--- src/rtl/core/tar_stream_unpacker_core_assert.svh ---
// Assertion macros used by the unpacker core RTL.
`ifndef TAR_STREAM_UNPACKER_CORE_ASSERT_SVH
`define TAR_STREAM_UNPACKER_CORE_ASSERT_SVH

// The consequent must hold in the same cycle as the antecedent.
`define TSU_ASSERT_SAME(label, clk, rst_n, ante, cons) \
    label: assert property (@(posedge clk) disable iff (!rst_n) (ante) |-> (cons)) \
        else $error("unpacker assertion failed");

// The consequent must hold in the cycle after the antecedent.
`define TSU_ASSERT_NEXT(label, clk, rst_n, ante, cons) \
    label: assert property (@(posedge clk) disable iff (!rst_n) (ante) |=> (cons)) \
        else $error("unpacker assertion failed");

`endif

--- src/rtl/core/tarsu_pkg.sv ---
`default_nettype none

package tarsu_pkg;

    // Kind of one result transfer.
    typedef enum logic [2:0] {
        KIND_NAME       = 3'd0,
        KIND_DATA       = 3'd1,
        KIND_ACCEPT     = 3'd2,
        KIND_END        = 3'd3,
        KIND_NESTED     = 3'd4,
        KIND_BAD_MAGIC  = 3'd5
    } kind_t;

    typedef struct packed {
        kind_t       out_kind;
        logic [7:0]  out_byte;
        logic [6:0]  name_pos;
        logic [31:0] file_size;
        logic        last_of_file;
    } result_t;

endpackage

`default_nettype wire

--- src/rtl/core/tarsu_stream_if.sv ---
`default_nettype none

// Byte channel carrying the raw archive stream.
interface tarsu_in_if;
    logic       valid;
    logic       ready;
    logic [7:0] in_byte;

    modport source (output valid, output in_byte, input ready);
    modport sink   (input valid, input in_byte, output ready);
endinterface

// Result channel carrying name bytes, data bytes and header verdicts.
interface tarsu_out_if;
    logic              valid;
    logic              ready;
    tarsu_pkg::kind_t  out_kind;
    logic [7:0]        out_byte;
    logic [6:0]        name_pos;
    logic [31:0]       file_size;
    logic              last_of_file;

    modport source (output valid, output out_kind, output out_byte, output name_pos,
                    output file_size, output last_of_file, input ready);
    modport sink   (input valid, input out_kind, input out_byte, input name_pos,
                    input file_size, input last_of_file, output ready);
endinterface

`default_nettype wire

--- src/rtl/core/tarsu_out_buf.sv ---
`default_nettype none

// Two-entry result buffer. It decouples the parser from a stalling receiver
// so that a full-rate stream keeps flowing.
module tarsu_out_buf (
    input  logic               clk,
    input  logic               rst_n,
    input  logic               push,
    input  tarsu_pkg::result_t push_data,
    output logic               space,
    tarsu_out_if.source        result
);

    tarsu_pkg::result_t entry_reg [2];
    logic               wr_ptr_reg;
    logic               wr_ptr_next;
    logic               rd_ptr_reg;
    logic               rd_ptr_next;
    logic [1:0]         count_reg;
    logic [1:0]         count_next;
    logic               pop;
    tarsu_pkg::result_t head;

    assign pop   = result.valid && result.ready;
    assign space = (count_reg != 2'd2) || pop;
    assign head  = entry_reg[rd_ptr_reg];

    assign result.valid        = count_reg != 2'd0;
    assign result.out_kind     = head.out_kind;
    assign result.out_byte     = head.out_byte;
    assign result.name_pos     = head.name_pos;
    assign result.file_size    = head.file_size;
    assign result.last_of_file = head.last_of_file;

    always_comb
    begin
        wr_ptr_next = push ? ~wr_ptr_reg : wr_ptr_reg;
        rd_ptr_next = pop ? ~rd_ptr_reg : rd_ptr_reg;
        count_next  = count_reg + {1'b0, push} - {1'b0, pop};
    end

    always_ff @(posedge clk or negedge rst_n)
    begin
        if (!rst_n)
        begin
            wr_ptr_reg <= 1'b0;
            rd_ptr_reg <= 1'b0;
            count_reg  <= 2'd0;
        end
        else
        begin
            wr_ptr_reg <= wr_ptr_next;
            rd_ptr_reg <= rd_ptr_next;
            count_reg  <= count_next;
        end
    end

    always_ff @(posedge clk)
    begin
        if (push)
        begin
            entry_reg[wr_ptr_reg] <= push_data;
        end
    end

endmodule

`default_nettype wire

--- src/rtl/core/tar_stream_unpacker_core.sv ---
// Streaming ustar archive unpacker.
// The archive channel takes one raw byte per transfer; the stream is cut into
// 512-byte blocks. In a header block the 100 name bytes come out as name
// transfers with their offset, and the last byte of the block yields one
// verdict: end block, bad magic, nested ".tar" skipped, or header accepted
// with the parsed octal size. In a file block the data bytes come out until
// the size is used up, the final one marked last_of_file; padding is dropped.
// A bad magic leaves the block in a sticky error state in which bytes are
// still taken but nothing comes out until reset.
// An archive byte is first registered in the input register; the parse logic
// behind it then writes its result into the result buffer, from which the
// result is offered to the receiver. Throughput is one byte per cycle while
// the buffer can take a result, set by the single parse stage between the
// input register and the two-entry result buffer.
// Reset returns to header parsing at block offset zero and empties both the
// input register and the result buffer. When the receiver stalls, results
// collect in the buffer; once it holds two, the parse stage holds its byte and
// the archive channel drops ready until a result transfer frees an entry.
`default_nettype none

`include "tar_stream_unpacker_core_assert.svh"

module tar_stream_unpacker_core #(
    parameter int unsigned SIZE_WIDTH = 32
) (
    input  logic        clk,
    input  logic        rst_n,
    tarsu_in_if.sink    archive,
    tarsu_out_if.source result
);

    localparam logic [8:0]  SIZE_FIRST  = 9'd124;
    localparam logic [8:0]  SIZE_LAST   = 9'd135;
    localparam logic [8:0]  MAGIC_FIRST = 9'd257;
    localparam logic [8:0]  MAGIC_LAST  = 9'd261;
    localparam logic [8:0]  LAST_POS    = 9'd511;
    localparam logic [8:0]  NAME_BYTES  = 9'd100;
    localparam logic [6:0]  NAME_MAX    = 7'd100;
    localparam logic [31:0] TAR_SUFFIX  = 32'h2E746172;

    typedef enum logic [1:0] {
        MODE_HEADER = 2'd0,
        MODE_FILE   = 2'd1,
        MODE_ERROR  = 2'd2
    } mode_t;

    typedef enum logic [1:0] {
        PH_BLANKS = 2'd0,
        PH_DIGITS = 2'd1,
        PH_DONE   = 2'd2
    } phase_t;

    // Expected "ustar" characters by offset within the magic field.
    function automatic logic [7:0] magic_char(input logic [2:0] idx);
        logic [7:0] ch;
        case (idx)
            3'd0:    ch = 8'h75;
            3'd1:    ch = 8'h73;
            3'd2:    ch = 8'h74;
            3'd3:    ch = 8'h61;
            3'd4:    ch = 8'h72;
            default: ch = 8'h00;
        endcase
        return ch;
    endfunction

    // Input register.
    logic                  in_vld_reg;
    logic [7:0]            in_byte_reg;
    logic                  in_take;
    logic                  process;
    logic                  out_space;

    // Parser state.
    logic [8:0]            pos_reg,       pos_next;
    mode_t                 mode_reg,      mode_next;
    logic                  empty_reg,     empty_next;
    logic                  magic_ok_reg,  magic_ok_next;
    logic                  term_reg,      term_next;
    logic [6:0]            name_len_reg,  name_len_next;
    logic [31:0]           tail_reg,      tail_next;
    phase_t                phase_reg,     phase_next;
    logic [SIZE_WIDTH-1:0] acc_reg,       acc_next;
    logic [SIZE_WIDTH-1:0] remain_reg,    remain_next;

    logic                  push;
    tarsu_pkg::result_t    res;
    logic [8:0]            magic_off;
    logic                  is_digit;
    logic                  is_blank;
    logic [7:0]            c;

    assign c         = in_byte_reg;
    assign magic_off = pos_reg - MAGIC_FIRST;
    assign is_digit  = (c >= 8'h30) && (c <= 8'h37);
    assign is_blank  = (c == 8'h20) || ((c >= 8'h09) && (c <= 8'h0D));

    // The parse stage fires whenever it holds a byte and the buffer can take
    // a result, so the input register refills in the same cycle it drains.
    assign process       = in_vld_reg && out_space;
    assign archive.ready = !in_vld_reg || process;
    assign in_take       = archive.valid && archive.ready;

    always_comb
    begin
        pos_next      = pos_reg;
        mode_next     = mode_reg;
        empty_next    = empty_reg;
        magic_ok_next = magic_ok_reg;
        term_next     = term_reg;
        name_len_next = name_len_reg;
        tail_next     = tail_reg;
        phase_next    = phase_reg;
        acc_next      = acc_reg;
        remain_next   = remain_reg;
        push          = 1'b0;
        res           = '{out_kind: tarsu_pkg::KIND_NAME, out_byte: 8'h00,
                          name_pos: 7'd0, file_size: 32'd0, last_of_file: 1'b0};

        if (process && (mode_reg != MODE_ERROR))
        begin
            pos_next = pos_reg + 9'd1;

            if (mode_reg == MODE_HEADER)
            begin
                // Offset zero starts a fresh header.
                if (pos_reg == 9'd0)
                begin
                    empty_next    = 1'b0;
                    magic_ok_next = 1'b1;
                    term_next     = 1'b0;
                    name_len_next = 7'd0;
                    tail_next     = 32'd0;
                    phase_next    = PH_BLANKS;
                    acc_next      = '0;
                end

                if (pos_reg < NAME_BYTES)
                begin
                    if ((pos_reg == 9'd0) && (c == 8'h00))
                    begin
                        empty_next = 1'b1;
                    end
                    if (!term_next)
                    begin
                        if (c == 8'h00)
                        begin
                            term_next = 1'b1;
                        end
                        else
                        begin
                            tail_next     = {tail_next[23:0], c};
                            name_len_next = name_len_next + 7'd1;
                        end
                    end
                    push         = 1'b1;
                    res.out_kind = tarsu_pkg::KIND_NAME;
                    res.out_byte = c;
                    res.name_pos = pos_reg[6:0];
                end
                else if ((pos_reg >= SIZE_FIRST) && (pos_reg <= SIZE_LAST))
                begin
                    case (phase_reg)
                        PH_BLANKS:
                        begin
                            if (is_digit)
                            begin
                                acc_next   = SIZE_WIDTH'(c[2:0]);
                                phase_next = PH_DIGITS;
                            end
                            else if (!is_blank)
                            begin
                                phase_next = PH_DONE;
                            end
                        end
                        PH_DIGITS:
                        begin
                            if (is_digit)
                            begin
                                acc_next = {acc_reg[SIZE_WIDTH-4:0], c[2:0]};
                            end
                            else
                            begin
                                phase_next = PH_DONE;
                            end
                        end
                        default:
                        begin
                            phase_next = phase_reg;
                        end
                    endcase
                end
                else if ((pos_reg >= MAGIC_FIRST) && (pos_reg <= MAGIC_LAST))
                begin
                    if (c != magic_char(magic_off[2:0]))
                    begin
                        magic_ok_next = 1'b0;
                    end
                end
                else if (pos_reg == LAST_POS)
                begin
                    // Verdict priority: end block, bad magic, nested archive.
                    push = 1'b1;
                    if (empty_reg)
                    begin
                        res.out_kind = tarsu_pkg::KIND_END;
                    end
                    else if (!magic_ok_reg)
                    begin
                        res.out_kind = tarsu_pkg::KIND_BAD_MAGIC;
                        mode_next    = MODE_ERROR;
                    end
                    else if ((name_len_reg >= 7'd4) && (tail_reg == TAR_SUFFIX))
                    begin
                        res.out_kind = tarsu_pkg::KIND_NESTED;
                    end
                    else
                    begin
                        res.out_kind  = tarsu_pkg::KIND_ACCEPT;
                        res.file_size = acc_reg[31:0];
                        remain_next   = acc_reg;
                        // An empty file goes straight on to the next header.
                        if (acc_reg != '0)
                        begin
                            mode_next = MODE_FILE;
                        end
                    end
                end
            end
            else
            begin
                if (remain_reg != '0)
                begin
                    push             = 1'b1;
                    res.out_kind     = tarsu_pkg::KIND_DATA;
                    res.out_byte     = c;
                    res.last_of_file = remain_reg == SIZE_WIDTH'(1);
                    remain_next      = remain_reg - SIZE_WIDTH'(1);
                end
                if ((pos_reg == LAST_POS) && (remain_next == '0))
                begin
                    mode_next = MODE_HEADER;
                end
            end
        end
    end

    always_ff @(posedge clk or negedge rst_n)
    begin
        if (!rst_n)
        begin
            in_vld_reg   <= 1'b0;
            pos_reg      <= 9'd0;
            mode_reg     <= MODE_HEADER;
            empty_reg    <= 1'b0;
            magic_ok_reg <= 1'b1;
            term_reg     <= 1'b0;
            name_len_reg <= 7'd0;
            tail_reg     <= 32'd0;
            phase_reg    <= PH_BLANKS;
            acc_reg      <= '0;
            remain_reg   <= '0;
        end
        else
        begin
            in_vld_reg   <= in_take || (in_vld_reg && !process);
            pos_reg      <= pos_next;
            mode_reg     <= mode_next;
            empty_reg    <= empty_next;
            magic_ok_reg <= magic_ok_next;
            term_reg     <= term_next;
            name_len_reg <= name_len_next;
            tail_reg     <= tail_next;
            phase_reg    <= phase_next;
            acc_reg      <= acc_next;
            remain_reg   <= remain_next;
        end
    end

    always_ff @(posedge clk)
    begin
        if (in_take)
        begin
            in_byte_reg <= archive.in_byte;
        end
    end

    tarsu_out_buf u_out_buf (
        .clk       (clk),
        .rst_n     (rst_n),
        .push      (push),
        .push_data (res),
        .space     (out_space),
        .result    (result)
    );

    // The error state is sticky until reset.
    `TSU_ASSERT_NEXT(a_error_sticky, clk, rst_n, mode_reg == MODE_ERROR, mode_reg == MODE_ERROR)
    // A pending byte count exists only while a file body is being passed.
    `TSU_ASSERT_SAME(a_remain_in_file, clk, rst_n, remain_reg != '0, mode_reg == MODE_FILE)
    // The name length never passes the width of the name field.
    `TSU_ASSERT_SAME(a_name_len_max, clk, rst_n, 1'b1, name_len_reg <= NAME_MAX)
    // Data transfers are produced only in file mode.
    `TSU_ASSERT_SAME(a_data_in_file, clk, rst_n, push && (res.out_kind == tarsu_pkg::KIND_DATA),
                     mode_reg == MODE_FILE)

endmodule

`default_nettype wire
--- src/flat_wrapper.sv ---
// flat-port wrapper written by rule: the top's interface ports become plain ports
module tar_stream_unpacker_core_flat 
#(
    parameter int unsigned SIZE_WIDTH = 32
)
  (clk, rst_n, archive_valid, archive_in_byte, archive_ready, result_valid, result_out_kind, result_out_byte, result_name_pos, result_file_size, result_last_of_file, result_ready);
  tarsu_in_if archive_i ();
  tarsu_out_if result_i ();
  input  logic clk;
  input  logic rst_n;
  input wire logic [$bits(archive_i.valid)-1:0] archive_valid;
  input wire logic [$bits(archive_i.in_byte)-1:0] archive_in_byte;
  output wire logic [$bits(archive_i.ready)-1:0] archive_ready;
  output wire logic [$bits(result_i.valid)-1:0] result_valid;
  output wire logic [$bits(result_i.out_kind)-1:0] result_out_kind;
  output wire logic [$bits(result_i.out_byte)-1:0] result_out_byte;
  output wire logic [$bits(result_i.name_pos)-1:0] result_name_pos;
  output wire logic [$bits(result_i.file_size)-1:0] result_file_size;
  output wire logic [$bits(result_i.last_of_file)-1:0] result_last_of_file;
  input wire logic [$bits(result_i.ready)-1:0] result_ready;
  assign archive_i.valid = archive_valid;
  assign archive_i.in_byte = archive_in_byte;
  assign archive_ready = archive_i.ready;
  assign result_valid = result_i.valid;
  assign result_out_kind = result_i.out_kind;
  assign result_out_byte = result_i.out_byte;
  assign result_name_pos = result_i.name_pos;
  assign result_file_size = result_i.file_size;
  assign result_last_of_file = result_i.last_of_file;
  assign result_i.ready = result_ready;
  tar_stream_unpacker_core #(.SIZE_WIDTH(SIZE_WIDTH)) u_core (.clk(clk), .rst_n(rst_n), .archive(archive_i), .result(result_i));
endmodule
--- config.mk ---
export PLATFORM = sky130hd
export DESIGN_NAME = tar_stream_unpacker_core_flat
export DESIGN_NICKNAME = d
export VERILOG_FILES = /design/src/rtl/core/tarsu_pkg.sv /design/src/rtl/core/tarsu_stream_if.sv /design/src/rtl/core/tarsu_out_buf.sv /design/src/rtl/core/tar_stream_unpacker_core.sv /design/src/flat_wrapper.sv
export VERILOG_INCLUDE_DIRS = /design/src /design/src/rtl/core
export SDC_FILE = /design/constraint.sdc
export NUM_CORES = 1
export LEC_CHECK = 0
export BUFFER_PORTS_ARGS = -buffer_cell sky130_fd_sc_hd__buf_2
export CORE_ASPECT_RATIO = 1.25
export CORE_MARGIN = 3
export CORE_UTILIZATION = 50
export DETAILED_ROUTE_END_ITERATION = 7
export HOLD_SLACK_MARGIN = 0.06
export PLACE_DENSITY = 0.67
export SLEW_MARGIN = 30
export SYNTH_ARGS = -nofsm -noshare
export SYNTH_HDL_FRONTEND = slang
export SYNTH_SLANG_ARGS = --single-unit
--- constraint.sdc ---
create_clock -name clk -period 8.9 [get_ports clk]
set_input_delay 2.67 -clock clk [delete_from_list [all_inputs] [get_ports clk]]
set_output_delay 2.67 -clock clk [all_outputs]
set_load 0.02 [all_outputs]
==> results of run 1 <==
==> cell usage after synthesis, drive strengths merged, types with 6 or more instances <==
| master | count | area [sq um] |
|---|---|---|
| and2 | 46 | 288 |
| a22o | 47 | 412 |
| mux2i | 6 | 60.1 |
| buf | 25 | 140 |
| nand2 | 95 | 359 |
| inv | 12 | 45.0 |
| o21ai | 39 | 195 |
| a22oi | 7 | 52.6 |
| a21oi | 42 | 210 |
| nand3 | 16 | 80.1 |
| nor2 | 69 | 262 |
| edfxtp | 110 | 3300 |
| clkbuf | 34 | 129 |
| and3 | 14 | 87.6 |
| nor4 | 26 | 188 |
| xor2 | 6 | 52.6 |
| o2bb2ai | 8 | 70.1 |
| o22a | 8 | 70.1 |
| nand2b | 10 | 62.6 |
| o22ai | 8 | 50.1 |
| nor3 | 27 | 161 |
| dfrtp | 123 | 3080 |
| a31oi | 11 | 68.8 |
| ha | 15 | 188 |
| o31ai | 6 | 45.0 |
| or4 | 10 | 90.1 |
| or3 | 6 | 37.5 |
| nand4 | 18 | 113 |
| xnor2 | 17 | 149 |
| mux2 | 52 | 586 |
==> power groups by stage <==
stage                     clock network (uW)  registers [uW]  logic, uW
final                                    953            1190        317
after global routing                    1020            1190        345
after CTS                                978            1190        321
after floorplan                            0            1190        245
after detailed placement                   0            1210        319
after global placement                     0            1210        314
==> worst max-delay path, delay by kind of cell <==
family | cells | cell delay (ps)
AND/OR/NAND/NOR | 2 | 560
buffers and inverters | 2 | 300
==> layout by cell type, fill, tap and decap left out, types with 5 or more instances in the layout <==
cell type / n
nor2_1: 64
xor2_1: 6
a32oi_1: 5
o31ai_1: 6
nand3_1: 16
nor4_1: 22
clkinv_2: 5
and2_1: 46
o22a_1: 8
a21oi_1: 42
nand4_1: 18
dfrtp_1: 122
o21ai_0: 35
buf_4: 13
o22ai_1: 8
edfxtp_1: 110
mux2i_1: 6
nand2_1: 94
o21a_1: 5
and3_1: 14
o2bb2ai_1: 8
clkbuf_16: 23
nand2b_1: 10
clkbuf_1: 7
a22oi_1: 7
ha_1: 15
or4_1: 6
or3_1: 6
mux2_2: 52
xnor2_1: 17
a31oi_1: 11
a22o_1: 47
buf_2: 63
inv_1: 12
nor3_1: 23
==> path summary, 6_finish.rpt <==
kind	startpoint	endpoint	slack, ps	cells past startpoint
worst max-delay path	result_ready	archive_ready	2710	4
worst min-delay path	u_core.name_len_reg[6]	u_core.name_len_reg[6]	470	1
worst max register to register	u_core.remain_reg[25]	u_core.u_out_buf.count_reg[1]	5100	10
worst min register to register	u_core.name_len_reg[6]	u_core.name_len_reg[6]	470	1
max in group asynchronous	rst_n	u_core.acc_reg[21]	5250	2
min in group asynchronous	rst_n	u_core.pos_reg[5]	2280	1
==> final cells by class <==
class / count / area (sq um)
clock buffers: 34 / 657
clock inverters: 7 / 85.1
fillers: 1847 / 9290
inverters: 12 / 45.0
multi-input cells: 682 / 4590
flip-flops and latches: 234 / 6410
well taps: 279 / 349
repair buffers: 76 / 413
==> metal layers <==
layer  up-vias  share of wire, %  global-route usage, %
li1       3778                 -                      -
met1      3957                42                   25.6
met2       205                51                   36.1
met3        54               4.4                   2.89
met4         0               2.9                   6.62
met5         -                 0                      0
==> per-stage QoR <==
step	setup slack, ps	area (sq um)	hold slack, ps	utilization (%)
global placement	2730	11800	469	54.0
finish	2710	12600	468	57.5
floorplan	2610	11300	436	-
global route	2600	12600	522	57.5
detailed placement	2690	11800	465	54.0
CTS	2680	12500	474	57.4
==> cell families after synthesis <==
kind of cell,count (synthesis)
XOR/XNOR,23
adder cells (fa/ha/maj),15
AO/OA/AOI/OAI,217
AND/OR/NAND/NOR,369
buffers and inverters,71
flip-flops,234
multiplexers,58
==> flow_metrics.tcl, run 1 <==
set metrics [dict create \
    pwr-share-seq_pct 48.3 \
    critPathRequiredTime_ps 6230 \
    p_sw_uw 614 \
    io_pins 65 \
    first_pass_iters 5 \
    start_util_pct 51.7 \
    synth-edff-count 110 \
    crit_arrival_ps 3520 \
    syn_nets 1014 \
    die-height_microns 174 \
    slowest_stage "nor3b_1" \
    syn2layout_area_growth_pct 11.2 \
    synth_seq_area_share_pct 56.8 \
    final.setup.tns_ps 0 \
    hold_viol 0 \
    max_freq_mhz 162 \
    clock_skew_ps 9.29 \
    cp-start-kind "input pin" \
    cts_root_buf "clkbuf_16" \
    cts_buffers 23 \
    synthAdderAreaFrac_pct 1.66 \
    dp.cells 1283 \
    cts.reportedPaths.clkPinSlew_ps 60 \
    cts_resized 0 \
    yosys.area_share.simple_pct 17.8 \
    powerDensity_mw_per_mm2 196 \
    grt_pass1_wl_microns 41100 \
    htreeDepth 1 \
    setup.worst_path.class "in -> out" \
    yosysUniqueCellTypes 76 \
    coreArea_sq_mm 0.0218 \
    min_period_ps 6190 \
    diodes 0 \
    setup_viol 0 \
    clock_power_share_pct 38.8 \
    grt-ovfl-total 0 \
    ys_ff_latch 234 \
    crit_top_cell "buf_2" \
    route.final.wire_length_microns 25500 \
    switching_share_pct 25.0 \
    path_max_fanout 4 \
    cp-end-kind "primary output" \
    synth_xor_area_share_pct 1.78 \
    max-cap-violations 0 \
    clk_latency_ps 500 \
    drt-vias-per-instance 6.04 \
    grt_max_degree 64 \
    largest_register_ffs 102 \
    power.share.combinational_pct 12.9 \
    post_cts_buffers 0 \
    instances_no_fill 1324 \
    critPathMaxStageDelay_ps 410 \
    total_power_uw 2460 \
    rsz0062_at_grt "false" \
    internal_power_uw 1840 \
    worst_pin_slew_ps 854 \
    netlist_area_sq_mm 0.0113 \
    drive_gt1_share_pct 18.5 \
    grt_pass1_vias 7833 \
    slew_headroom_pct 43.0 \
    cts_sinks 234 \
    post_drt_wl_per_cell_microns 19.3 \
    clock_path_buffers 3 \
    row_count 60 \
    layout.nets 1056 \
    synth_compound_area_share_pct 13.5 \
    async_reset_ff_share_pct 53.0 \
    period_share_pct 69.6 \
    drt_iter0_markers 711 \
    ys_warn_count 0 \
    syn-instance-count 987 \
    antenna_found_initial 0 \
    die_area_sq_mm 0.0244 \
    gr-usage-all-layers_pct 20.4 \
    ir_drop_v 0.000214 \
    fp.dieW_microns 140 \
    status "complete, no violations" \
    hold_buffers 0 \
    cts_tree "built" \
    maxSlewViolCount 0 \
    vias 7994 \
    place_congestion 0.886 \
    path_cells "buf_2 -> nor3b_1 -> nand2_1 -> buf_2" \
    postSynthAreaPerCell_sq_um 11.4 \
    ant_nets 0 \
    drc 0 \
    synth_ff_type "dfrtp_1" \
    synthMuxAreaShare_pct 5.72 \
    hpwl_microns 17300 \
    hold_path_class "reg -> reg" \
    p_leak_uw 0.00543 \
    synth_top_family_by_area "simple AND/OR/NAND/NOR gates" \
    portBuffers 64 \
]
Power figures use the tool's default switching activity.
==> inputs of run 2 (changes only) <==
--- a/config.mk
+++ b/config.mk
@@ -6,6 +6,7 @@
 export SDC_FILE = /design/constraint.sdc
 export NUM_CORES = 1
 export LEC_CHECK = 0
+export ABC_AREA = 1
 export BUFFER_PORTS_ARGS = -buffer_cell sky130_fd_sc_hd__buf_2
 export CORE_ASPECT_RATIO = 1.25
 export CORE_MARGIN = 3
==> constraint.sdc (replaced) <==
create_clock -name clk -period 6.15 [get_ports clk]
set_input_delay 1.845 -clock clk [delete_from_list [all_inputs] [get_ports clk]]
set_output_delay 1.845 -clock clk [all_outputs]
set_load 0.02 [all_outputs]
==> run 2 against run 1 <==
Compared with the run above: sequential share of layout area fell by 2.1 points; die area rose by 2.8%; non-clock buffer count rose by 3; largest cell class unchanged.
==> flow_metrics.tcl, run 2 <==
set metrics [dict create \
    vias 9386 \
    r2r_cells 13 \
    antenna_found_initial 0 \
    ys_warn_count 0 \
    crit_arrival_ps 2630 \
    synth.top_cells.by_area "edfxtp_1 28%, dfrtp_1 27%, nand2_1 12%, inv_1 4.8%, nor2_1 4.4%" \
    clock_skew_ps 12.6 \
    largest_register_ffs 102 \
    grt_max_degree 63 \
    route.final.wire_length_microns 28300 \
    syn-instance-count 1362 \
    cts_buffers 25 \
    max-cap-violations 0 \
    slew_headroom_pct 38.2 \
    path_cells "buf_2 -> nand2_2 -> nand3_2 -> nor2_1 -> inv_1 -> buf_2" \
    cts.reportedPaths.clkPinSlew_ps 60 \
    layout_common_cells "382 x nand2_1, 149 x inv_1, 135 x nor2_1, 123 x dfrtp_1, 110 x edfxtp_1" \
    status "complete, no violations" \
    crit_family "simple AND/OR/NAND/NOR gates" \
    critPathMaxStageDelay_ps 230 \
    cp-end-kind "primary output" \
    cts_root_buf "clkbuf_16" \
    final.setup.tns_ps 0 \
    path_max_fanout 3 \
    die-height_microns 176 \
    place_congestion 0.938 \
    cp_num_buf_inv 3 \
    maxSlewViolCount 0 \
    rsz0062_at_grt "false" \
    setup_viol 0 \
    drt-vias-per-instance 5.45 \
    setup.worst_path.class "in -> out" \
    slowest_stage "nor2_1" \
    clk_latency_ps 530 \
    grt_pass1_vias 9326 \
    rr_startpoint "u_core.pos_reg[0]" \
    portBuffers 64 \
    min_path_cells 1 \
    startpoint "result_ready" \
    yosysMostFrequentCell "nand2_1" \
    coreArea_sq_mm 0.0225 \
    fp.dieW_microns 142 \
    yosys-top-cells-count "384 x nand2_1, 149 x inv_1, 137 x nor2_1, 123 x dfrtp_1, 110 x edfxtp_1" \
    ant_nets 0 \
    syn_nets 1389 \
    async_reset_ff_share_pct 53.0 \
    hold_path_class "reg -> reg" \
    powerDensity_mw_per_mm2 475 \
    finish.instance_area_sq_mm 0.0131 \
    max_freq_mhz 223 \
    cts_sinks 234 \
    ir_drop_v 0.000327 \
    start_util_pct 51.6 \
    place_ws_ps 1690 \
    cts_tree "built" \
    grt_pass1_wl_microns 46400 \
    htreeDepth 1 \
    hold_start "u_core.term_reg" \
    worst_slack_ps 1670 \
    hold_buffers 0 \
    gr-usage-all-layers_pct 22.7 \
    layout.nets 1446 \
    diodes 0 \
    worst_pin_slew_ps 914 \
    yosysUniqueCellTypes 43 \
    syn2layout_area_growth_pct 12.8 \
    hold_viol 0 \
    post_drt_wl_per_cell_microns 16.5 \
    hpwl_microns 19900 \
    io_pins 65 \
    final_core_util_pct 58.2 \
    p_leak_uw 0.00587 \
    post_cts_buffers 0 \
    netlist_area_sq_mm 0.0116 \
    critPathRequiredTime_ps 4300 \
    whs_ps 491 \
    period_share_pct 72.8 \
    timing.rr.end "u_core.name_len_reg[6]" \
    layout_commonest_cell "nand2_1" \
    die_area_sq_mm 0.0251 \
    drc 0 \
    drive_gt1_share_pct 10.6 \
    cp-start-kind "input pin" \
    hold_end "u_core.term_reg" \
    synth_ff_type "dfrtp_1" \
    row_count 61 \
    clock_path_buffers 3 \
    synth_seq_area_share_pct 55.2 \
    dpl_cell_area_sq_mm 0.0122 \
    crit_top_cell "buf_2" \
    drt_iter0_markers 551 \
    first_pass_iters 5 \
    grt-ovfl-total 0 \
    min_period_ps 4480 \
    ys_ff_latch 234 \
    yosysTopAreaCellShare_pct 28.4 \
    postSynthAreaPerCell_sq_um 8.53 \
    synth-edff-count 110 \
    r2r_setup_slack_ps 2860 \
    cts_resized 0 \
    synth_area_leader_cell "edfxtp_1" \
]
[run 2: worst max path at each step]
stage / to / slack (ps) / cells past startpoint
global route: archive_ready / 1650 / 6
floorplan: u_core.u_out_buf.entry_reg[0][0] / 790 / 8
CTS: archive_ready / 1680 / 6
finish: archive_ready / 1670 / 6
global placement: archive_ready / 1680 / 6
detailed placement: archive_ready / 1690 / 6
[run 2: area by class of cell]
| type | instances | area, sq um |
|---|---|---|
| fillers | 2010 | 9420 |
| well taps | 283 | 354 |
| inverters | 155 | 583 |
| clock buffers | 33 | 716 |
| repair buffers | 79 | 439 |
| flip-flops and latches | 234 | 6410 |
| clock inverters | 13 | 183 |
| multi-input cells | 924 | 4410 |
[run 2: power by group]
group | internal (uW) | total [uW] | switching [uW]
clock network | 990 | 1620 | 625
logic | 682 | 2280 | 1590
registers | 2050 | 2320 | 271
[run 2: metal layers]
metal,wire length [microns],global-route usage [%]
met3,1030,2.63
met4,1230,9.27
met5,0,0
met2,14500,39.9
met1,11500,28.4
[run 2: logic make-up after synthesis]
group | after synthesis | share of synthesized area, %
AOI/OAI and AO/OA | 221 | 10.6
xor gates and xnor gates | 25 | 1.89
adders and majority gates | 15 | 1.62
buffers and inverters | 204 | 7.05
DFF | 234 | 55.2
and+or+nand+nor | 663 | 23.6
[run 2: through the flow]
step	cells	total power [uW]
3_5_place_dp	1675	4630
3_3_place_gp	1673	4590
5_1_grt	1721	6670
4_1_cts	1721	6260
2_1_floorplan	1362	3940
6_report	1721	6220
